`src/sv/arn_pkg.sv`:
```
// ----------------------------------------------------------------------------
// arn_pkg: shared types and constants of the residual normalizer
// widths of the fixed-point fields, register indexes and controller states
// ----------------------------------------------------------------------------
`default_nettype none

package arn_pkg;

  // field widths
  localparam int unsigned SAMPLE_W = 16;  // signed series sample
  localparam int unsigned SQ_W     = 31;  // square of a 16-bit sample, up to 2**30
  localparam int unsigned COEF_W   = 24;  // unsigned Q8.16 weights
  localparam int unsigned EPS_W    = 16;  // unsigned Q0.16 weight
  localparam int unsigned DEN_W    = 57;  // denominator, unsigned Q.16
  localparam int unsigned QUO_W    = 32;  // residual, unsigned Q16.16
  localparam int unsigned LANE_W   = SQ_W + 3;  // sum of up to five lane terms
  localparam int unsigned CNT_W    = 5;         // step counter, covers 24 and 32 steps
  localparam int unsigned NCOEF    = 5;         // coef_0 .. coef_4

  // configuration register indexes
  localparam int unsigned REG_IDX_W = 3;
  localparam logic [REG_IDX_W-1:0] REG_COEF_0  = 3'd0;
  localparam logic [REG_IDX_W-1:0] REG_COEF_1  = 3'd1;
  localparam logic [REG_IDX_W-1:0] REG_COEF_2  = 3'd2;
  localparam logic [REG_IDX_W-1:0] REG_COEF_3  = 3'd3;
  localparam logic [REG_IDX_W-1:0] REG_COEF_4  = 3'd4;
  localparam logic [REG_IDX_W-1:0] REG_EPSILON = 3'd5;

  // register reset values
  localparam logic [COEF_W-1:0] COEF_0_RST = 24'h01_0000;  // 1.0 in Q8.16

  // last step of each serial phase
  localparam logic [CNT_W-1:0] MAC_LAST = 5'(COEF_W - 1);
  localparam logic [CNT_W-1:0] DIV_LAST = 5'(QUO_W - 1);

  typedef enum logic [2:0] {
    ST_IDLE,  // waiting for a sample
    ST_MAC,   // bit-serial weighted sum of squares
    ST_SUM,   // add intercept, seed divider
    ST_DIV,   // restoring division, one quotient bit a cycle
    ST_HOLD   // result ready, output register still occupied
  } arn_state_e;

endpackage

`default_nettype wire

```
`src/sv/arch_residual_normalizer_core.sv`:
```
// ----------------------------------------------------------------------------
// arch_residual_normalizer_core: standardized squared residual, digit serial
// squares each sample and divides it by an ARCH-style variance estimate
// ----------------------------------------------------------------------------
// One sample per transfer on the slave stream. The sample is squared and, once
// ORDER earlier squares of the current series are held, the block returns
// residual = s / (coef_0 + sum coef_k * s[t-k] + epsilon * s) as unsigned
// Q16.16, saturated to all ones with the flag set on overflow or a zero
// denominator. A transfer with restart set opens a new series and, like every
// warm-up sample, gives no result and leaves the block ready. A sample that
// gives a result occupies the block from its transfer to the next possible
// input transfer: bit-serial multiply-accumulate (one coefficient bit a cycle
// over all lanes at once), an intercept add and restoring division (one
// quotient bit a cycle). The result then enters the output register, or waits
// while that register is occupied; a new sample is taken while it waits in the
// output register. The coefficient and quotient widths set the phase lengths.
// The user must write configuration only while idle; the block does not check.
// ----------------------------------------------------------------------------
`default_nettype none

module arch_residual_normalizer_core
  import arn_pkg::*;
#(
  parameter int unsigned ORDER = 4  // 1 .. 4 earlier squares in the model
) (
  input  wire logic                 clk_i,
  input  wire logic                 rst_ni,
  // configuration write port
  input  wire logic                 cfg_we_i,
  input  wire logic [REG_IDX_W-1:0] cfg_idx_i,
  input  wire logic [COEF_W-1:0]    cfg_data_i,
  // sample stream
  input  wire logic                 s_axis_tvalid,
  output logic                      s_axis_tready,
  input  wire logic [15:0]          s_axis_tdata,  // [15:0] sample
  input  wire logic                 s_axis_tuser,  // [0] restart
  // result stream
  output logic                      m_axis_tvalid,
  input  wire logic                 m_axis_tready,
  output logic [31:0]               m_axis_tdata,  // [31:0] residual
  output logic                      m_axis_tuser   // [0] saturated
);

  localparam int unsigned HCNT_W = $clog2(ORDER + 1);
  localparam logic [HCNT_W-1:0] HCNT_FULL = HCNT_W'(ORDER);

  // configuration registers
  logic [COEF_W-1:0] coef_q [NCOEF];
  logic [EPS_W-1:0]  eps_q;

  // series state
  logic [SQ_W-1:0]   hist_q [ORDER];  // entry 0 is one step back
  logic [HCNT_W-1:0] hcnt_q;

  // serial datapath
  logic [COEF_W-1:0] csr_q [ORDER+1];  // coefficient shift lanes, last one epsilon
  logic [SQ_W-1:0]   sq_q;
  logic [DEN_W-1:0]  acc_q;
  logic [DEN_W-1:0]  den_q;
  logic [DEN_W-1:0]  rem_q;
  logic [QUO_W-1:0]  quo_q;
  logic              sat_q;
  logic [CNT_W-1:0]  cnt_q;

  // output register
  logic              out_valid_q;
  logic [QUO_W-1:0]  out_res_q;
  logic              out_sat_q;

  arn_state_e state_q, state_d;

  // --------------------------------------------------------------------------
  // input side: magnitude and square of the incoming sample
  // --------------------------------------------------------------------------
  logic                accept;
  logic [SAMPLE_W-1:0] mag;
  logic [2*SAMPLE_W-1:0] sq_full;
  logic [SQ_W-1:0]     sq_in;
  logic [HCNT_W-1:0]   hcnt_eff;
  logic                start;

  assign accept   = s_axis_tvalid && s_axis_tready;
  // two's complement magnitude, the most negative sample maps to 0x8000
  assign mag      = s_axis_tdata[15] ? (~s_axis_tdata + 16'd1) : s_axis_tdata;
  assign sq_full  = mag * mag;
  assign sq_in    = sq_full[SQ_W-1:0];
  // restart empties the history before this sample is looked at
  assign hcnt_eff = s_axis_tuser ? '0 : hcnt_q;
  assign start    = (hcnt_eff == HCNT_FULL);

  // --------------------------------------------------------------------------
  // multiply-accumulate lanes: msb-first, one bit of every weight per cycle
  // --------------------------------------------------------------------------
  logic [LANE_W-1:0] lane_sum;
  logic [DEN_W-1:0]  acc_d;

  always_comb begin
    lane_sum = '0;
    for (int k = 0; k < ORDER; k++) begin
      if (csr_q[k][COEF_W-1]) begin
        lane_sum = lane_sum + LANE_W'(hist_q[k]);
      end
    end
    // epsilon lane weights the current square
    if (csr_q[ORDER][COEF_W-1]) begin
      lane_sum = lane_sum + LANE_W'(sq_q);
    end
    acc_d = (acc_q << 1) + DEN_W'(lane_sum);
  end

  // --------------------------------------------------------------------------
  // restoring divider step: remainder stays below the denominator
  // --------------------------------------------------------------------------
  logic [DEN_W:0]   rem2;
  logic [DEN_W+1:0] diff;
  logic             ge;
  logic [DEN_W-1:0] rem_d;
  logic [QUO_W-1:0] quo_d;
  logic             sat_now;

  assign rem2    = {rem_q, 1'b0};
  assign diff    = {1'b0, rem2} - {2'b00, den_q};
  assign ge      = ~diff[DEN_W+1];
  assign rem_d   = ge ? diff[DEN_W-1:0] : rem2[DEN_W-1:0];
  assign quo_d   = {quo_q[QUO_W-2:0], ge};
  // quotient reaches 2**32 exactly when s >= D, which also covers D == 0
  assign sat_now = ({(DEN_W - SQ_W)'(0), sq_q} >= den_q);

  // --------------------------------------------------------------------------
  // controller
  // --------------------------------------------------------------------------
  logic out_free;
  logic cnt_clr;
  logic mac_en;
  logic sum_en;
  logic div_en;
  logic hist_push;   // push the square held in sq_q
  logic load_now;    // load output from the last divider step
  logic load_held;   // load output from quo_q and sat_q

  assign out_free = !out_valid_q || m_axis_tready;

  always_ff @(posedge clk_i or negedge rst_ni) begin
    if (!rst_ni) begin
      state_q <= ST_IDLE;
    end else begin
      state_q <= state_d;
    end
  end

  always_comb begin
    state_d       = state_q;
    s_axis_tready = 1'b0;
    cnt_clr       = 1'b0;
    mac_en        = 1'b0;
    sum_en        = 1'b0;
    div_en        = 1'b0;
    hist_push     = 1'b0;
    load_now      = 1'b0;
    load_held     = 1'b0;
    case (state_q)
      ST_IDLE: begin
        s_axis_tready = 1'b1;
        cnt_clr       = 1'b1;
        if (s_axis_tvalid && start) begin
          state_d = ST_MAC;
        end
      end
      ST_MAC: begin
        mac_en = 1'b1;
        if (cnt_q == MAC_LAST) begin
          state_d = ST_SUM;
        end
      end
      ST_SUM: begin
        sum_en  = 1'b1;
        cnt_clr = 1'b1;
        state_d = ST_DIV;
      end
      ST_DIV: begin
        div_en = 1'b1;
        if (cnt_q == DIV_LAST) begin
          hist_push = 1'b1;
          if (out_free) begin
            load_now = 1'b1;
            state_d  = ST_IDLE;
          end else begin
            state_d  = ST_HOLD;
          end
        end
      end
      ST_HOLD: begin
        if (out_free) begin
          load_held = 1'b1;
          state_d   = ST_IDLE;
        end
      end
      default: begin
        state_d = ST_IDLE;
      end
    endcase
  end

  // step counter shared by the two serial phases
  always_ff @(posedge clk_i or negedge rst_ni) begin
    if (!rst_ni) begin
      cnt_q <= '0;
    end else if (cnt_clr) begin
      cnt_q <= '0;
    end else if (mac_en || div_en) begin
      cnt_q <= cnt_q + 5'd1;
    end
  end

  // --------------------------------------------------------------------------
  // configuration registers
  // --------------------------------------------------------------------------
  always_ff @(posedge clk_i or negedge rst_ni) begin
    if (!rst_ni) begin
      coef_q[0] <= COEF_0_RST;
      for (int k = 1; k < NCOEF; k++) begin
        coef_q[k] <= '0;
      end
      eps_q <= '0;
    end else if (cfg_we_i) begin
      case (cfg_idx_i)
        REG_COEF_0:  coef_q[0] <= cfg_data_i;
        REG_COEF_1:  coef_q[1] <= cfg_data_i;
        REG_COEF_2:  coef_q[2] <= cfg_data_i;
        REG_COEF_3:  coef_q[3] <= cfg_data_i;
        REG_COEF_4:  coef_q[4] <= cfg_data_i;
        REG_EPSILON: eps_q     <= cfg_data_i[EPS_W-1:0];
        default: begin
          // indexes beyond the register list are dropped
        end
      endcase
    end
  end

  // --------------------------------------------------------------------------
  // history of squares
  // --------------------------------------------------------------------------
  always_ff @(posedge clk_i or negedge rst_ni) begin
    if (!rst_ni) begin
      hcnt_q <= '0;
      for (int k = 0; k < ORDER; k++) begin
        hist_q[k] <= '0;
      end
    end else if (accept && !start) begin
      // warm-up or restart: the square goes straight into the history
      for (int k = ORDER - 1; k > 0; k--) begin
        hist_q[k] <= s_axis_tuser ? '0 : hist_q[k-1];
      end
      hist_q[0] <= sq_in;
      hcnt_q    <= hcnt_eff + HCNT_W'(1);
    end else if (hist_push) begin
      // full history: shift once the divider no longer needs the old entries
      for (int k = ORDER - 1; k > 0; k--) begin
        hist_q[k] <= hist_q[k-1];
      end
      hist_q[0] <= sq_q;
    end
  end

  // --------------------------------------------------------------------------
  // serial datapath registers
  // --------------------------------------------------------------------------
  always_ff @(posedge clk_i) begin
    if (accept) begin
      sq_q  <= sq_in;
      acc_q <= '0;
      for (int k = 0; k < ORDER; k++) begin
        csr_q[k] <= coef_q[k+1];
      end
      csr_q[ORDER] <= {eps_q, (COEF_W - EPS_W)'(0)} >> (COEF_W - EPS_W);
    end else if (mac_en) begin
      acc_q <= acc_d;
      for (int k = 0; k <= ORDER; k++) begin
        csr_q[k] <= csr_q[k] << 1;
      end
    end
  end

  always_ff @(posedge clk_i) begin
    if (sum_en) begin
      den_q <= acc_q + DEN_W'(coef_q[0]);
      rem_q <= DEN_W'(sq_q);
    end else if (div_en) begin
      rem_q <= rem_d;
      quo_q <= quo_d;
      if (cnt_q == '0) begin
        sat_q <= sat_now;
      end
    end
  end

  // --------------------------------------------------------------------------
  // output register: parts the divider from the result stream
  // --------------------------------------------------------------------------
  always_ff @(posedge clk_i or negedge rst_ni) begin
    if (!rst_ni) begin
      out_valid_q <= 1'b0;
    end else if (load_now || load_held) begin
      out_valid_q <= 1'b1;
    end else if (m_axis_tready) begin
      out_valid_q <= 1'b0;
    end
  end

  always_ff @(posedge clk_i) begin
    if (load_now) begin
      out_res_q <= sat_q ? '1 : quo_d;
      out_sat_q <= sat_q;
    end else if (load_held) begin
      out_res_q <= sat_q ? '1 : quo_q;
      out_sat_q <= sat_q;
    end
  end

  assign m_axis_tvalid = out_valid_q;
  assign m_axis_tdata  = out_res_q;
  assign m_axis_tuser  = out_sat_q;

endmodule

`default_nettype wire

```
`config.mk`:
```
export PLATFORM = sky130hd
export DESIGN_NAME = arch_residual_normalizer_core
export DESIGN_NICKNAME = d
export VERILOG_FILES = /design/src/sv/arn_pkg.sv /design/src/sv/arch_residual_normalizer_core.sv
export SDC_FILE = /design/constraint.sdc
export NUM_CORES = 2
export LEC_CHECK = 0
export BUFFER_PORTS_ARGS = -buffer_cell sky130_fd_sc_hd__buf_2
export CAP_MARGIN = 15
export CORE_AREA = 3 3 350 352
export DETAILED_ROUTE_END_ITERATION = 8
export DIE_AREA = 0 0 353 355
export PLACE_DENSITY_LB_ADDON = 0.15
export REMOVE_ABC_BUFFERS = 1
export SLEW_MARGIN = 20
export SYNTH_ARGS = -nofsm -noshare
export SYNTH_HDL_FRONTEND = slang
export SYNTH_SLANG_ARGS = --single-unit
```
`constraint.sdc`:
```
create_clock -name clk_i -period 12.25 [get_ports clk_i]
set_input_delay 0.6125 -clock clk_i [delete_from_list [all_inputs] [get_ports clk_i]]
set_output_delay 0.6125 -clock clk_i [all_outputs]
set_load 0.01 [all_outputs]
```
==> results.cfg <==
[status]
status = completed

[logic_synthesis]
synth_area_mm2 = 0.0478
synth_fa_ha_area_frac = 0.169
synth_top_area_cell = edfxtp_1
synthSimpleGateAreaFrac = 0.149
ys_ff_latch = 659
async_reset_ff_frac = 0.413
synth.area.mux_share = 0.0486
ys.flop_type = edfxtp_1
synth_xor_area_frac = 0.0569
syn_avg_cell_area_um2 = 9.32
ys_types = 105
synth-seq-area-share = 0.368
synth_top_family_by_area = adder cells
netlist_instances = 5133
synth_top_cells_by_area = edfxtp_1, dfrtp_1, ha_1, fa_1, nand2_1
synth.top_cell.area_share = 0.191
ys_warn_count = 0
synth_compound_area_frac = 0.163
synth-edff-count = 304

[cells_and_area]
n_antenna_cell = 0
syn_to_final_growth_pct = 10.1
drive_gt1_frac = 0.0971
fillers = 11700
final_nets = 5727
stdcell_area_mm2 = 0.0527
most-common-layout-cells = nand2_1, ha_1, inv_1, a21oi_1, edfxtp_1
fin_cells = 6813
final_common_cell = nand2_1
final_util = 0.440

[clock_network]
cts.reportedPaths.clkPinSlew_ps = 60
root_buffer = clkbuf_16
cts_tree = yes
clk_latency_ps = 710
clock_path_buffers = 3
cts_made_buffers = 78
clock_sinks = 659
cts_max_level = 3

[place]
gp_congestion = 0.866
hpwl_um = 91400
io_buffers = 83
dp_cells = 6666
placed_cell_area_mm2 = 0.0499

[run]
maxCapViolations = 0

[global_route]
grt_pass1_vias = 35500
grt_util_all_layers = 0.194
gr-total-overflow = 0
antenna_found_initial = 1
grt_pass1_wl_um = 197000
grt_start_max_net_pins = 158

[hold_path]
hold-path-cell-count = 3
hold-path-endpoint = state_q[0]$_DFFE_PN0P_
min_from = s_axis_tvalid
hold_path.class = in -> reg

[detailed_routing]
wl_per_cell_um = 18.1
drc = 0
vias = 36200
drtIter0Drc = 2283
detail-route-antenna-nets = 0
wl_um = 123000
first_pass_iters = 7
vias_per_cell = 5.31

[sta]
relSlewSlack = 0.264
fin_setup_tns_ps = 0
finalCritPeriodShare = 0.913
skew_ps = 60.3
period_needed_ps = 11190
finalSetupViolCount = 0
max_freq_mhz = 89.4
final_hold_viol_count = 0
rsz0062_at_grt = no
tightest_slew_ps = 1100
slew_violations = 0

[floorplan]
io_pins = 84
die_w_um = 353
std_cell_rows = 127
dieHeight_um = 355
initial_core_util = 0.400
core_mm2 = 0.120
die-area_mm2 = 0.125

[setup_path]
crit_type = reg -> reg
r2r_end = acc_q[46]$_SDFFE_PP0P_
ff2ff_path_depth = 49
r2r_slack_ps = 1060
startpoint_type = register
end_kind = register
arrival_ps = 11710
critPathSlowestCell = fa_1
critPathMaxFanout = 42
crit_top_cell = a21oi_1
r2r_start = csr_q[0][23]$_DFFE_PP_
worstPathRequired_ps = 12770
max_stage_delay_ps = 480

[power]
power.density_mw_per_mm2 = 204
power.total_uw = 10700
leakage_uw = 0.0242
peakVddDrop_mv = 0.824
## critical path, delay by kind of cell (launching register included)
family | cells | cell delay (ps)
buffers and inverters | 1 | 280
multiplexers | 3 | 670
AND/OR/NAND/NOR | 9 | 1490
flip-flops | 1 | 410
XOR/XNOR | 5 | 620
adder cells (fa/ha/maj) | 6 | 2240
AO/OA/AOI/OAI | 25 | 5340
## flip-flops by register name, summed over array words and instances, names as in the netlist, 3 cells and up
signal	flops
hist_q	124
coef_q	120
csr_q	120
acc_q	57
den_q	57
rem_q	57
m_axis_tdata	32
quo_q	32
sq_q	30
eps_q	16
cnt_q	5
hcnt_q	3
state_q	3
## cell type report
type                       count  area (µm²)  share of cell area
tap                         1612        2020              0.0383
sequential                   659       17600               0.334
inverter                     350        1320              0.0250
timing repair buffer         133         816              0.0155
multi-input combinational   3913       28200               0.536
clock inverter                40         534              0.0101
clock buffer                 106        2180              0.0414
## stage by stage
stage,hold slack (ps),setup WS (ps)
floorplan,317,1850
finish,202,1060
global placement,460,1180
detailed placement,462,1040
global route,199,120
CTS,147,989
## worst max path at each step
stage / cells after the start / from / end / slack [ps]
global route: 49 / csr_q[0][23]$_DFFE_PP_ / acc_q[43]$_SDFFE_PP0P_ / 120
global placement: 49 / csr_q[0][23]$_DFFE_PP_ / acc_q[43]$_SDFFE_PP0P_ / 1180
floorplan: 49 / csr_q[0][23]$_DFFE_PP_ / acc_q[50]$_SDFFE_PP0P_ / 1850
CTS: 49 / csr_q[0][23]$_DFFE_PP_ / acc_q[43]$_SDFFE_PP0P_ / 990
finish: 49 / csr_q[0][23]$_DFFE_PP_ / acc_q[46]$_SDFFE_PP0P_ / 1060
detailed placement: 49 / csr_q[0][23]$_DFFE_PP_ / acc_q[43]$_SDFFE_PP0P_ / 1040
## cells in the mapped netlist, types with 45 or more instances
cell and n:
nand2_1 878, dfrtp_1 271, o21ai_0 256, nor3_1 45, a31oi_1 62, fa_1 170
nand4_1 49, a21oi_1 307, mux2_2 195, xnor2_1 173, clkbuf_1 192, inv_1 343
a21o_1 180, dfxtp_1 83, ha_1 373, nand3_1 75, edfxtp_1 304, xor2_1 138
nor2_1 294, nor2b_1 64, o21ai_1 88
## logic make-up (layout without fill, tap and decap cells)
family                     Yosys count  after routing
DFF                                659            659
adders and majority gates          545            545
xor gates and xnor gates           311            311
buffers and inverters              572            629
and+or+nand+nor                   1614           1614
AOI/OAI and AO/OA                 1222           1222
muxes                              208            208
other                                2             13
## metal layers
layer  global-route usage  wire length, µm  vias to the layer above
met2                0.312            55800                      566
met5                    0                0                        -
met3               0.0299             4760                      139
met1                0.276            60100                    17500
met4               0.0459             2590                        0
li1                     -                -                    17900
## power by group
group / internal [µW] / switching (µW)
Sequential: 2700 / 53.7
Combinational: 2170 / 3380
Clock: 1420 / 1020
## timing repair
action,4_1_cts,5_1_grt
hold buffers,1,0
setup endpoints to repair,0,4
hold endpoints to repair,54,0
resized for setup,0,2
buffers inserted,0,0
No activity file was read; power rests on OpenSTA's default activity.
